### config.mk
export PLATFORM = sky130hd
export DESIGN_NAME = date_time_difference_top
export DESIGN_NICKNAME = d
export VERILOG_FILES = /design/src/design/dtd_pkg.sv /design/src/design/date_time_difference_top.sv /design/src/design/dtd_stamp.sv
export VERILOG_INCLUDE_DIRS = /design/src /design/src/design
export SDC_FILE = /design/constraint.sdc
export NUM_CORES = 2
export LEC_CHECK = 0
export ABC_CLOCK_PERIOD_IN_PS = 5150
export BUFFER_PORTS_ARGS = -buffer_cell sky130_fd_sc_hd__clkbuf_2
export CAP_MARGIN = 15
export CORE_UTILIZATION = 58
export CTS_CLUSTER_SIZE = 12
export DETAILED_ROUTE_END_ITERATION = 6
export GPL_ROUTABILITY_DRIVEN = 0
export PLACE_DENSITY = 0.87
export RECOVER_POWER = 100
export SETUP_SLACK_MARGIN = 0.1
export SYNTH_ARGS = -nofsm -noshare
export SYNTH_HDL_FRONTEND = slang
export SYNTH_SLANG_ARGS = --single-unit
### constraint.sdc
create_clock -name clk -period 5.15 [get_ports clk]
set_clock_uncertainty 0.1 [all_clocks]
set_input_delay 0.2575 -clock clk [delete_from_list [all_inputs] [get_ports clk]]
set_output_delay 0.2575 -clock clk [all_outputs]
set_load 0.03 [all_outputs]
### src/design/date_time_difference_top_defines.svh
// assertion macros for the date and time difference block
`ifndef DATE_TIME_DIFFERENCE_TOP_DEFINES_SVH
`define DATE_TIME_DIFFERENCE_TOP_DEFINES_SVH

`ifndef ASSERT_OFF
`define DTD_ASSERT_IMPLIES(label, ante, cons) \
    label: assert property (@(posedge clk) disable iff (!rst_n) (ante) |-> (cons)) \
        else $error("dtd assertion failed");
`define DTD_ASSERT_NEXT(label, ante, cons) \
    label: assert property (@(posedge clk) disable iff (!rst_n) (ante) |=> (cons)) \
        else $error("dtd assertion failed");
`else
`define DTD_ASSERT_IMPLIES(label, ante, cons)
`define DTD_ASSERT_NEXT(label, ante, cons)
`endif

`endif

### src/design/dtd_pkg.sv
package dtd_pkg;

    localparam int YEAR_MAX      = 9999;
    localparam int MONTH_MAX     = 12;
    localparam int HOUR_MAX      = 23;
    localparam int MINUTE_MAX    = 59;
    localparam int SECOND_MAX    = 59;
    localparam int DAYS_PER_YEAR = 365;
    localparam int EPOCH_YEARS   = 400;
    localparam int LEAP_FEB_DAYS = 29;
    localparam int MONTH_FEB     = 2;
    localparam int MINUTES_RADIX = 60;
    localparam int HOURS_RADIX   = 24;
    localparam int DIV_25        = 25;
    // 2^16 / 25 rounded up, exact for dividends below 4681
    localparam logic [11:0] RECIP_25 = 12'd2622;

    typedef struct packed {
        logic [5:0]  day_a;
        logic [3:0]  month_a;
        logic [13:0] year_a;
        logic [4:0]  hour_a;
        logic [5:0]  minute_a;
        logic [5:0]  second_a;
        logic [5:0]  day_b;
        logic [3:0]  month_b;
        logic [13:0] year_b;
        logic [4:0]  hour_b;
        logic [5:0]  minute_b;
        logic [5:0]  second_b;
    } dtd_req_t;

    typedef struct packed {
        logic        valid_res;
        logic [21:0] day_count;
        logic [4:0]  diff_hours;
        logic [5:0]  diff_minutes;
        logic [5:0]  diff_seconds;
    } dtd_rsp_t;

    typedef struct packed {
        logic [5:0]  day;
        logic [3:0]  month;
        logic [13:0] year;
        logic [4:0]  hour;
        logic [5:0]  minute;
        logic [5:0]  second;
    } dtd_date_t;

    typedef struct packed {
        logic        ok;
        logic [21:0] day_num;
        logic [4:0]  hour;
        logic [5:0]  minute;
        logic [5:0]  second;
    } dtd_stamp_t;

    typedef struct packed {
        logic s1;
        logic s2;
        logic s3;
    } dtd_adv_t;

    function automatic logic [5:0] month_len(input logic [3:0] m);
        logic [5:0] len;
        begin
            case (m)
                4'd1:    len = 6'd31;
                4'd2:    len = 6'd28;
                4'd3:    len = 6'd31;
                4'd4:    len = 6'd30;
                4'd5:    len = 6'd31;
                4'd6:    len = 6'd30;
                4'd7:    len = 6'd31;
                4'd8:    len = 6'd31;
                4'd9:    len = 6'd30;
                4'd10:   len = 6'd31;
                4'd11:   len = 6'd30;
                4'd12:   len = 6'd31;
                default: len = 6'd0;
            endcase
            return len;
        end
    endfunction

    // days before the month in a year starting in march
    function automatic logic [8:0] month_offset(input logic [3:0] m);
        logic [8:0] off;
        begin
            case (m)
                4'd1:    off = 9'd306;
                4'd2:    off = 9'd337;
                4'd3:    off = 9'd0;
                4'd4:    off = 9'd31;
                4'd5:    off = 9'd61;
                4'd6:    off = 9'd92;
                4'd7:    off = 9'd122;
                4'd8:    off = 9'd153;
                4'd9:    off = 9'd184;
                4'd10:   off = 9'd214;
                4'd11:   off = 9'd245;
                4'd12:   off = 9'd275;
                default: off = 9'd0;
            endcase
            return off;
        end
    endfunction

endpackage

### src/design/date_time_difference_top.sv
// channel   direction  payload               handshake
// req       in         dtd_pkg::dtd_req_t    req_valid, req_stall
// rsp       out        dtd_pkg::dtd_rsp_t    rsp_valid, rsp_stall
//
// six register stages, one transaction per cycle sustained while rsp_stall is low
// stages 1-3 per stamp: reciprocal multiplies, checks and partial sums, day number
// stages 4-6: ordering compare, seconds and minutes borrow, hours and days
// rst_n clears the stage valid bits only
// each stage loads when empty or when the stage after it moves, so bubbles fill
// req_stall is high only when all six stages hold data and rsp_stall is high
`include "date_time_difference_top_defines.svh"

module date_time_difference_top (
    input  logic              clk,
    input  logic              rst_n,
    input  logic              req_valid,
    output logic              req_stall,
    input  dtd_pkg::dtd_req_t req_data,
    output logic              rsp_valid,
    input  logic              rsp_stall,
    output dtd_pkg::dtd_rsp_t rsp_data
);

    logic [6:1] v_reg;
    logic [6:1] v_next;
    logic [7:1] en;

    dtd_pkg::dtd_adv_t   adv;
    dtd_pkg::dtd_date_t  date_a;
    dtd_pkg::dtd_date_t  date_b;
    dtd_pkg::dtd_stamp_t stamp_a;
    dtd_pkg::dtd_stamp_t stamp_b;

    // stage 4
    logic                ok4_reg;
    dtd_pkg::dtd_stamp_t big_reg;
    dtd_pkg::dtd_stamp_t small_reg;
    logic                a_first;

    // stage 5
    logic        ok5_reg;
    logic [5:0]  sec5_reg;
    logic [5:0]  min5_reg;
    logic        bm5_reg;
    logic [4:0]  hbig5_reg;
    logic [4:0]  hsmall5_reg;
    logic [21:0] dnbig5_reg;
    logic [21:0] dnsmall5_reg;
    logic [6:0]  sd;
    logic [6:0]  md;
    logic [5:0]  sec5_next;
    logic [5:0]  min5_next;

    // stage 6
    dtd_pkg::dtd_rsp_t rsp_reg;
    dtd_pkg::dtd_rsp_t rsp_next;
    logic [5:0]        hd;

    always_comb
    begin
        en[7] = !rsp_stall;
        for (int i = 6; i >= 1; i--)
        begin
            en[i] = !v_reg[i] || en[i + 1];
        end
        v_next[1] = en[1] ? req_valid : v_reg[1];
        for (int i = 2; i <= 6; i++)
        begin
            v_next[i] = en[i] ? v_reg[i - 1] : v_reg[i];
        end
    end

    always_ff @(posedge clk or negedge rst_n)
    begin
        if (!rst_n)
        begin
            v_reg <= '0;
        end
        else
        begin
            v_reg <= v_next;
        end
    end

    assign req_stall = !en[1];
    assign adv.s1    = en[1];
    assign adv.s2    = en[2];
    assign adv.s3    = en[3];

    always_comb
    begin
        date_a.day    = req_data.day_a;
        date_a.month  = req_data.month_a;
        date_a.year   = req_data.year_a;
        date_a.hour   = req_data.hour_a;
        date_a.minute = req_data.minute_a;
        date_a.second = req_data.second_a;
        date_b.day    = req_data.day_b;
        date_b.month  = req_data.month_b;
        date_b.year   = req_data.year_b;
        date_b.hour   = req_data.hour_b;
        date_b.minute = req_data.minute_b;
        date_b.second = req_data.second_b;
    end

    dtd_stamp u_stamp_a (
        .clk   (clk),
        .adv   (adv),
        .date  (date_a),
        .stamp (stamp_a)
    );

    dtd_stamp u_stamp_b (
        .clk   (clk),
        .adv   (adv),
        .date  (date_b),
        .stamp (stamp_b)
    );

    assign a_first = {stamp_a.day_num, stamp_a.hour, stamp_a.minute, stamp_a.second}
                     >= {stamp_b.day_num, stamp_b.hour, stamp_b.minute, stamp_b.second};

    always_ff @(posedge clk)
    begin
        if (en[4])
        begin
            ok4_reg   <= stamp_a.ok && stamp_b.ok;
            big_reg   <= a_first ? stamp_a : stamp_b;
            small_reg <= a_first ? stamp_b : stamp_a;
        end
    end

    always_comb
    begin
        sd        = {1'b0, big_reg.second} - {1'b0, small_reg.second};
        sec5_next = sd[6] ? (sd[5:0] + 6'(dtd_pkg::MINUTES_RADIX)) : sd[5:0];
        md        = {1'b0, big_reg.minute} - {1'b0, small_reg.minute} - 7'(sd[6]);
        min5_next = md[6] ? (md[5:0] + 6'(dtd_pkg::MINUTES_RADIX)) : md[5:0];
    end

    always_ff @(posedge clk)
    begin
        if (en[5])
        begin
            ok5_reg      <= ok4_reg;
            sec5_reg     <= sec5_next;
            min5_reg     <= min5_next;
            bm5_reg      <= md[6];
            hbig5_reg    <= big_reg.hour;
            hsmall5_reg  <= small_reg.hour;
            dnbig5_reg   <= big_reg.day_num;
            dnsmall5_reg <= small_reg.day_num;
        end
    end

    always_comb
    begin
        hd = {1'b0, hbig5_reg} - {1'b0, hsmall5_reg} - 6'(bm5_reg);
        rsp_next.valid_res    = ok5_reg;
        rsp_next.day_count    = '0;
        rsp_next.diff_hours   = '0;
        rsp_next.diff_minutes = '0;
        rsp_next.diff_seconds = '0;
        if (ok5_reg)
        begin
            rsp_next.day_count    = dnbig5_reg - dnsmall5_reg - 22'(hd[5]);
            rsp_next.diff_hours   = hd[5] ? (hd[4:0] + 5'(dtd_pkg::HOURS_RADIX)) : hd[4:0];
            rsp_next.diff_minutes = min5_reg;
            rsp_next.diff_seconds = sec5_reg;
        end
    end

    always_ff @(posedge clk)
    begin
        if (en[6])
        begin
            rsp_reg <= rsp_next;
        end
    end

    assign rsp_valid = v_reg[6];
    assign rsp_data  = rsp_reg;

    `DTD_ASSERT_IMPLIES(a_stall_only_when_full, req_stall, (&v_reg) && rsp_stall)
    `DTD_ASSERT_IMPLIES(a_invalid_gives_zero, rsp_valid && !rsp_data.valid_res, (rsp_data.day_count == 22'd0) && (rsp_data.diff_hours == 5'd0) && (rsp_data.diff_minutes == 6'd0) && (rsp_data.diff_seconds == 6'd0))
    `DTD_ASSERT_IMPLIES(a_time_in_range, rsp_valid && rsp_data.valid_res, (rsp_data.diff_hours <= 5'(dtd_pkg::HOUR_MAX)) && (rsp_data.diff_minutes <= 6'(dtd_pkg::MINUTE_MAX)) && (rsp_data.diff_seconds <= 6'(dtd_pkg::SECOND_MAX)))
    `DTD_ASSERT_IMPLIES(a_ordered, v_reg[4] && ok4_reg, {big_reg.day_num, big_reg.hour, big_reg.minute, big_reg.second} >= {small_reg.day_num, small_reg.hour, small_reg.minute, small_reg.second})
    `DTD_ASSERT_NEXT(a_out_moves, rsp_valid && !rsp_stall && !v_reg[5], !rsp_valid)

endmodule

### src/design/dtd_stamp.sv
module dtd_stamp (
    input  logic                clk,
    input  dtd_pkg::dtd_adv_t   adv,
    input  dtd_pkg::dtd_date_t  date,
    output dtd_pkg::dtd_stamp_t stamp
);

    // stage 1
    dtd_pkg::dtd_date_t date_reg;
    logic [14:0]        yy_reg;
    logic [23:0]        py_reg;
    logic [24:0]        pyy_reg;
    logic [14:0]        yy_next;
    logic [23:0]        py_next;
    logic [24:0]        pyy_next;

    // stage 2
    logic        ok_reg;
    logic [21:0] a_reg;
    logic [9:0]  b_reg;
    logic [4:0]  hour_reg;
    logic [5:0]  minute_reg;
    logic [5:0]  second_reg;
    logic        ok_next;
    logic [21:0] a_next;
    logic [9:0]  b_next;
    logic [7:0]  q_y;
    logic        div100_y;
    logic        leap;
    logic [5:0]  len;
    logic [8:0]  q100;

    // stage 3
    dtd_pkg::dtd_stamp_t stamp_reg;
    dtd_pkg::dtd_stamp_t stamp_next;

    always_comb
    begin
        yy_next = {1'b0, date.year} + 15'(dtd_pkg::EPOCH_YEARS)
                  - ((date.month <= 4'(dtd_pkg::MONTH_FEB)) ? 15'd1 : 15'd0);
        py_next  = 24'(date.year[13:2]) * 24'(dtd_pkg::RECIP_25);
        pyy_next = 25'(yy_next[14:2]) * 25'(dtd_pkg::RECIP_25);
    end

    always_ff @(posedge clk)
    begin
        if (adv.s1)
        begin
            date_reg <= date;
            yy_reg   <= yy_next;
            py_reg   <= py_next;
            pyy_reg  <= pyy_next;
        end
    end

    always_comb
    begin
        q_y      = py_reg[23:16];
        div100_y = (12'(q_y) * 12'(dtd_pkg::DIV_25)) == date_reg.year[13:2];
        leap     = (date_reg.year[1:0] == 2'd0) && (!div100_y || (q_y[1:0] == 2'd0));
        len      = (date_reg.month == 4'(dtd_pkg::MONTH_FEB) && leap)
                   ? 6'(dtd_pkg::LEAP_FEB_DAYS) : dtd_pkg::month_len(date_reg.month);
        ok_next  = (date_reg.year <= 14'(dtd_pkg::YEAR_MAX))
                   && (date_reg.month != 4'd0)
                   && (date_reg.month <= 4'(dtd_pkg::MONTH_MAX))
                   && (date_reg.day != 6'd0)
                   && (date_reg.day <= len)
                   && (date_reg.hour <= 5'(dtd_pkg::HOUR_MAX))
                   && (date_reg.minute <= 6'(dtd_pkg::MINUTE_MAX))
                   && (date_reg.second <= 6'(dtd_pkg::SECOND_MAX));
        q100     = pyy_reg[24:16];
        a_next   = 22'(yy_reg) * 22'(dtd_pkg::DAYS_PER_YEAR) + 22'(yy_reg[14:2])
                   - 22'(q100) + 22'(q100[8:2]);
        b_next   = 10'(dtd_pkg::month_offset(date_reg.month)) + 10'(date_reg.day);
    end

    always_ff @(posedge clk)
    begin
        if (adv.s2)
        begin
            ok_reg     <= ok_next;
            a_reg      <= a_next;
            b_reg      <= b_next;
            hour_reg   <= date_reg.hour;
            minute_reg <= date_reg.minute;
            second_reg <= date_reg.second;
        end
    end

    always_comb
    begin
        stamp_next.ok      = ok_reg;
        stamp_next.day_num = a_reg + 22'(b_reg) - 22'd1;
        stamp_next.hour    = hour_reg;
        stamp_next.minute  = minute_reg;
        stamp_next.second  = second_reg;
    end

    always_ff @(posedge clk)
    begin
        if (adv.s3)
        begin
            stamp_reg <= stamp_next;
        end
    end

    assign stamp = stamp_reg;

endmodule

======== Yosys cells after proc, flatten, opt, wreduce, memory -nomap -nowiden ========
Memory sizes are Yosys's and may differ from the RTL's. A register that Yosys moved wholly into a read port is not among the register bits.
Cells that the tools add are included.
W data, S select, Z words.
cells by class
  add/subtract/negate cells ............... 26
  multipliers ............................. 8
  magnitude comparators ................... 15
  equality and inequality tests ........... 4
  multiplexer cells ....................... 13
  reduce and logical (&&, ||, !) cells .... 45
operators by type and width
  kind                      number
  $mux W39                  2
  $mul A13 B11 Y24 const B  2
  $mul A12 B11 Y23 const B  2
  $add A22 B10 Y22          2
  $add A22 B13 Y22          2
  $add A22 B7 Y22           2
  $mul A15 B9 Y22 const B   2
  $sub A22 B1 Y22 const B   2
  $sub A22 B9 Y22           2
  $ge A39 B39 Y1            1
  $add A14 B9 Y15 const B   2
  $sub A15 B15 Y15          2
  $le A14 B14 Y1 const B    2
  $eq A12 B12 Y1            2
  $le A6 B6 Y1 const B      4
  $mul A8 B5 Y12 const B    2
  $mux W6                   4
  $sub A22 B1 Y22           1
  $sub A22 B22 Y22          1
  $add A9 B6 Y10            2
  $logic_and A1 B1 Y1       19
  $mux W4                   4
  $sub A6 B6 Y7             2
  $add A6 B6 Y6 const B     2
  other kinds (16)          43
word-level totals
  register bits ........................... 579
  ROM bits ................................ 448
  bits of input ports ..................... 86
  output and inout port bits .............. 42
  word-level logic and storage cells ...... 183
  memories kept ........................... 4
memories
  name             words  width  rd ports  clocked after Yosys merged registers in  wr ports  line           source
  (no name shown)  16     9      1         1                                        0         dtd_pkg.sv:90  case (m)
  (no name shown)  16     9      1         1                                        0         dtd_pkg.sv:90
  (no name shown)  16     5      1         1                                        0         dtd_pkg.sv:67  case (m)
  (no name shown)  16     5      1         1                                        0         dtd_pkg.sv:67

======== Depth between registers and ports, before layout ========
  word-level depth ........................ 12
  gate-level depth with buffers ........... 31
  depth with buffers taken out ............ 31

======== Cells and area by module ========
A second synthesis with hierarchy kept.
second synthesis, totals
  cells, all modules ...................... 3,944
  area total of the unflattened synthesis .. 45,701.3 µm²
modules (own cells, without submodules)
  module                    instances  cells an instance  area each (µm²)  sequential area each (µm²)
  dtd_stamp (u_stamp_a)     1          1,596              17,752.0         5,134.9
  dtd_stamp (u_stamp_b)     1          1,526              17,421.7         5,134.9
  date_time_difference_top  1          822                10,527.6         5,765.5

======== Worst setup path before layout ========
Ideal clock, no wire load.
  kind .................................... input -> register
  from .................................... input req_data[73] (netlist name)
  to ...................................... register u_stamp_a.pyy_reg[24] (data pin)
  setup time .............................. 260 ps
  arrival time ............................ 7,125 ps
  required time ........................... 4,790 ps
  slack ................................... -2,335 ps
  cell stages on the path ................. 29
  buffers on the path ..................... 0
  cells stage by stage .................... a211oi_1 > ha_1 > inv_1 > ha_1 > fa_1 > a21o_1 > a21oi_1 > o21ai_1 > a211o_1 > a211oi_1 > o21bai_1 > a21oi_1 > xnor2_1 > fa_1 > ha_1 > fa_1 > fa_1 > inv_1 > fa_1 > inv_1 > ha_1 > a21o_1 > a21o_1 > a221oi_1 > a211oi_1 > o21ai_0 > o21bai_1 > a21oi_1 > xnor2_1
between the ends
  word-level cells in the longest chain between the ends .. 4
RTL lines
  item                        line                            source
  start: declaration          date_time_difference_top.sv:18  input dtd_pkg::dtd_req_t req_data,
  $le A4 B2 Y1                dtd_stamp.sv:40                 - ((date.month <= 4'(dtd_pkg::MONTH_FEB)) ? 15'd1 : 15'd0);
  $mux W1                     dtd_stamp.sv:40
  $sub A15 B15 Y15            dtd_stamp.sv:40
  via u_stamp_a.yy_next[13]   dtd_stamp.sv:13                 logic [14:0] yy_next;
  $mul A13 B11 Y24            dtd_stamp.sv:42                 pyy_next = 25'(yy_next[14:2]) * 25'(dtd_pkg::RECIP_25);
  via u_stamp_a.pyy_next[24]  dtd_stamp.sv:15                 logic [24:0] pyy_next;
  end signal: assignment      dtd_stamp.sv:52                 pyy_reg <= pyy_next;
  end: declaration            dtd_stamp.sv:12                 logic [24:0] pyy_reg;
The timed path passes the listed nets, and every way through them passes these cells.
A chain may end at the register's enable or synchronous reset.

======== Worst setup path after layout ========
  from .................................... input req_data[73] (netlist name)
  to ...................................... register u_stamp_a.pyy_reg[19] (data pin)
Same word-level chain as after synthesis.

==> results by group <==
Setup path
  • Setup crit start kind: input pin
  • Critical path's most frequent cell: fa_1
  • Delay of the slowest cell on the worst path: 0.63 ns
  • Maximum fanout along the worst path: 3
  • Slowest-stage cell, CP: fa_1
  • Crit path arrival time: 7.15 ns
  • CP Class: input pin to register
  • CP Capture Type: register
  • Worst EP required: 5.42 ns

Synth
  • EDFF count, synth: 513
  • Post-Syn Instances: 3821
  • Top FF cell, synth: edfxtp_1
  • Syn Nets: 5059
  • Count of state elements after synthesis: 543
  • Post-synthesis mux area share: 0.0226
  • Yosys warns: 0
  • Post-synthesis adder-cell area fraction: 0.381
  • Sequential element share of the synthesized area: 0.356
  • Largest family of logic cells by synthesized area: adder cells
  • Synth Area in XOR/XNOR: 0.0445
  • Cell Area, Synth: 45000 sq um
  • Cell variety after synth: 75
  • Synth Area in Simple Gates: 0.0490
  • Post-synthesis compound-gate area fraction: 0.0707
  • Avg Cell Area, Syn: 11.8 sq um
  • Synth async-reset ratio: 0.0110

CTS
  • CTS tree: built
  • Clock sink count: 543
  • Later-pin clock latency in the skew report: 0.68 ns
  • Bufs on Longest Clock Path: 3
  • Clk slew on worst S/H paths: 0.07 ns
  • CTS Buf Count: 57
  • Root Driver: clkbuf_16
  • H-tree Lvls: 2

Route
  • WL final: 132 mm
  • Final ANT Viol Nets: 0
  • Initial DRC count: 3394
  • 1st-pass router iterations: 7
  • DRC Markers: 5
  • Vias: 33500
  • Routed len/inst: 23.9 um
  • Via density: 6.05

STA
  • Unrepaired setup endpoints after global routing: yes
  • Post-layout min period: 6.88 ns
  • Worst-Margin Slew: 1.04 ns
  • Slew HR: 0.283
  • Final hold violation count: 0
  • Final setup violation count: 31
  • Max-slew violations: 0
  • Total negative slack: -28.13 ns
  • Max Clk Rate: 145 MHz
  • Period utilization: 1.34
  • Final worst slack: -1.73 ns

Run
  • Max Cap Viol: 0

Final layout
  • Number of fill cells in the layout: 4362
  • Area Growth Syn to Fin: 19.9%
  • Share of layout cells above drive strength 1: 0.201
  • Nets: 5687

Die
  • Die width: 281 um
  • Die height: 281 um
  • Core Footprint: 76300 sq um
  • Die area: 78800 sq um
  • Starting Density: 0.590
  • Total I/O pin count: 128
  • Row count: 101

Placed design
  • Port-buffer cells: 127
  • Hpwl dp: 71.5 mm

GRT
  • Total gr overflow: 0
  • Initial antenna violation count: 8
  • First-pass GRT wire length: 173 mm
  • Largest net degree at the start of global routing: 81
  • Total GRT Usage: 0.279
  • Vias in the first global route: 33800

Hold path
  • HP Class: input pin to register

Status
  • Violated checks: design-rule violations, negative setup slack
  • Outcome: finished, violations left
final timing paths:
path | start | endpoint | slack [ns] | depth (start not counted)
min reg2reg | small_reg[37] | dnsmall5_reg[20] | 0.32 | 0
max in group asynchronous | rst_n | v_reg[6] | 4.18 | 3
max | req_data[73] | u_stamp_a.pyy_reg[19] | -1.73 | 30
max reg2reg | u_stamp_b.yy_reg[0] | u_stamp_b.a_reg[18] | -0.37 | 19
min | req_data[17] | u_stamp_b.yy_reg[0] | 0.007 | 4
min in group asynchronous | rst_n | v_reg[1] | 0.51 | 3
area by class of cell:
class / count / area (sq um) / share of cell area
inverters: 886 / 3330 / 0.0617
flip-flops and latches: 543 / 16000 / 0.297
well taps: 1030 / 1290 / 0.0239
multi-input cells: 2374 / 27100 / 0.503
repair buffers: 587 / 4400 / 0.0815
clock buffers: 84 / 1570 / 0.0291
diodes: 4 / 10.0 / 0.000185
clock inverters: 21 / 223 / 0.00413
cells by family after synthesis:
group | after synthesis
buffers and inverters | 904
DFF | 543
adders and majority gates | 1152
xor gates and xnor gates | 228
and+or+nand+nor | 422
muxes | 92
AOI/OAI and AO/OA | 480
worst max-delay path, delay by kind of cell:
kind            cells  cell delay, ns
fa+ha+maj           9            3.38
compound gates     14            2.80
buf+inv             5            0.47
xor+xnor            2            0.21
stage by stage:
step	instance area (sq um)	hold WS, ns	cells	setup slack (ns)	utilization
2_1_floorplan	45300	-0.138	3821	-1.82	-
3_3_place_gp	49200	-0.00493	5233	-1.90	0.645
3_5_place_dp	49200	0.00281	5233	-2.12	0.645
4_1_cts	52700	0.00404	5477	-1.41	0.690
5_1_grt	54000	0.00182	5527	-1.88	0.707
6_report	54000	0.00719	5529	-1.73	0.707
synth_stat cells, types with 31 or more instances:
master	instances	share of area
xor2_1	64	0.012
a21o_1	72	0.012
and2_1	38	0.0053
nor2b_1	31	0.0043
o21a_1	31	0.0052
inv_1	886	0.074
o21bai_1	33	0.0055
nand2_1	75	0.0063
nor3_1	39	0.0043
o21ai_0	77	0.0086
mux2_2	77	0.019
xnor2_1	163	0.032
nor2_1	93	0.0078
edfxtp_1	513	0.34
a21oi_1	133	0.015
fa_1	368	0.16
ha_1	784	0.22
cell usage in the layout, fill, tap and decap left out, types with 29 or more instances in the layout:
| cell | instances |
|---|---|
| nor2b_1 | 30 |
| clkbuf_2 | 115 |
| ha_4 | 44 |
| o21a_1 | 29 |
| nor2_1 | 89 |
| nand2_1 | 70 |
| ha_1 | 728 |
| a21o_1 | 71 |
| xnor2_1 | 147 |
| o21bai_1 | 29 |
| nor3_1 | 32 |
| edfxtp_1 | 513 |
| clkbuf_1 | 41 |
| clkbuf_16 | 59 |
| fa_1 | 355 |
| inv_1 | 839 |
| xor2_1 | 61 |
| buf_4 | 346 |
| and2_1 | 37 |
| a21oi_1 | 102 |
| dlygate4sd3_1 | 77 |
| inv_2 | 45 |
| o21ai_0 | 55 |
| mux2_2 | 77 |
per-layer routing:
| metal | wire length [um] | global-route usage | up-vias |
|---|---|---|---|
| met5 | 24 | 0 | - |
| met4 | 12000 | 0.149 | 4 |
| met3 | 11200 | 0.0416 | 942 |
| met2 | 64400 | 0.510 | 2325 |
| met1 | 44400 | 0.312 | 16100 |
| li1 | - | - | 14100 |
what timing repair did:
action                                  4_1_cts  5_1_grt
gates resized for setup                      84      206
endpoints found under the hold margin        84        0
buffers inserted                             61       61
endpoints found under the setup margin       36       56
pin swaps                                   100      173
hold buffers                                 79        0
Power is not shown: default switching activity piles up to over one toggle a cycle in this logic, so the estimate is an artifact.
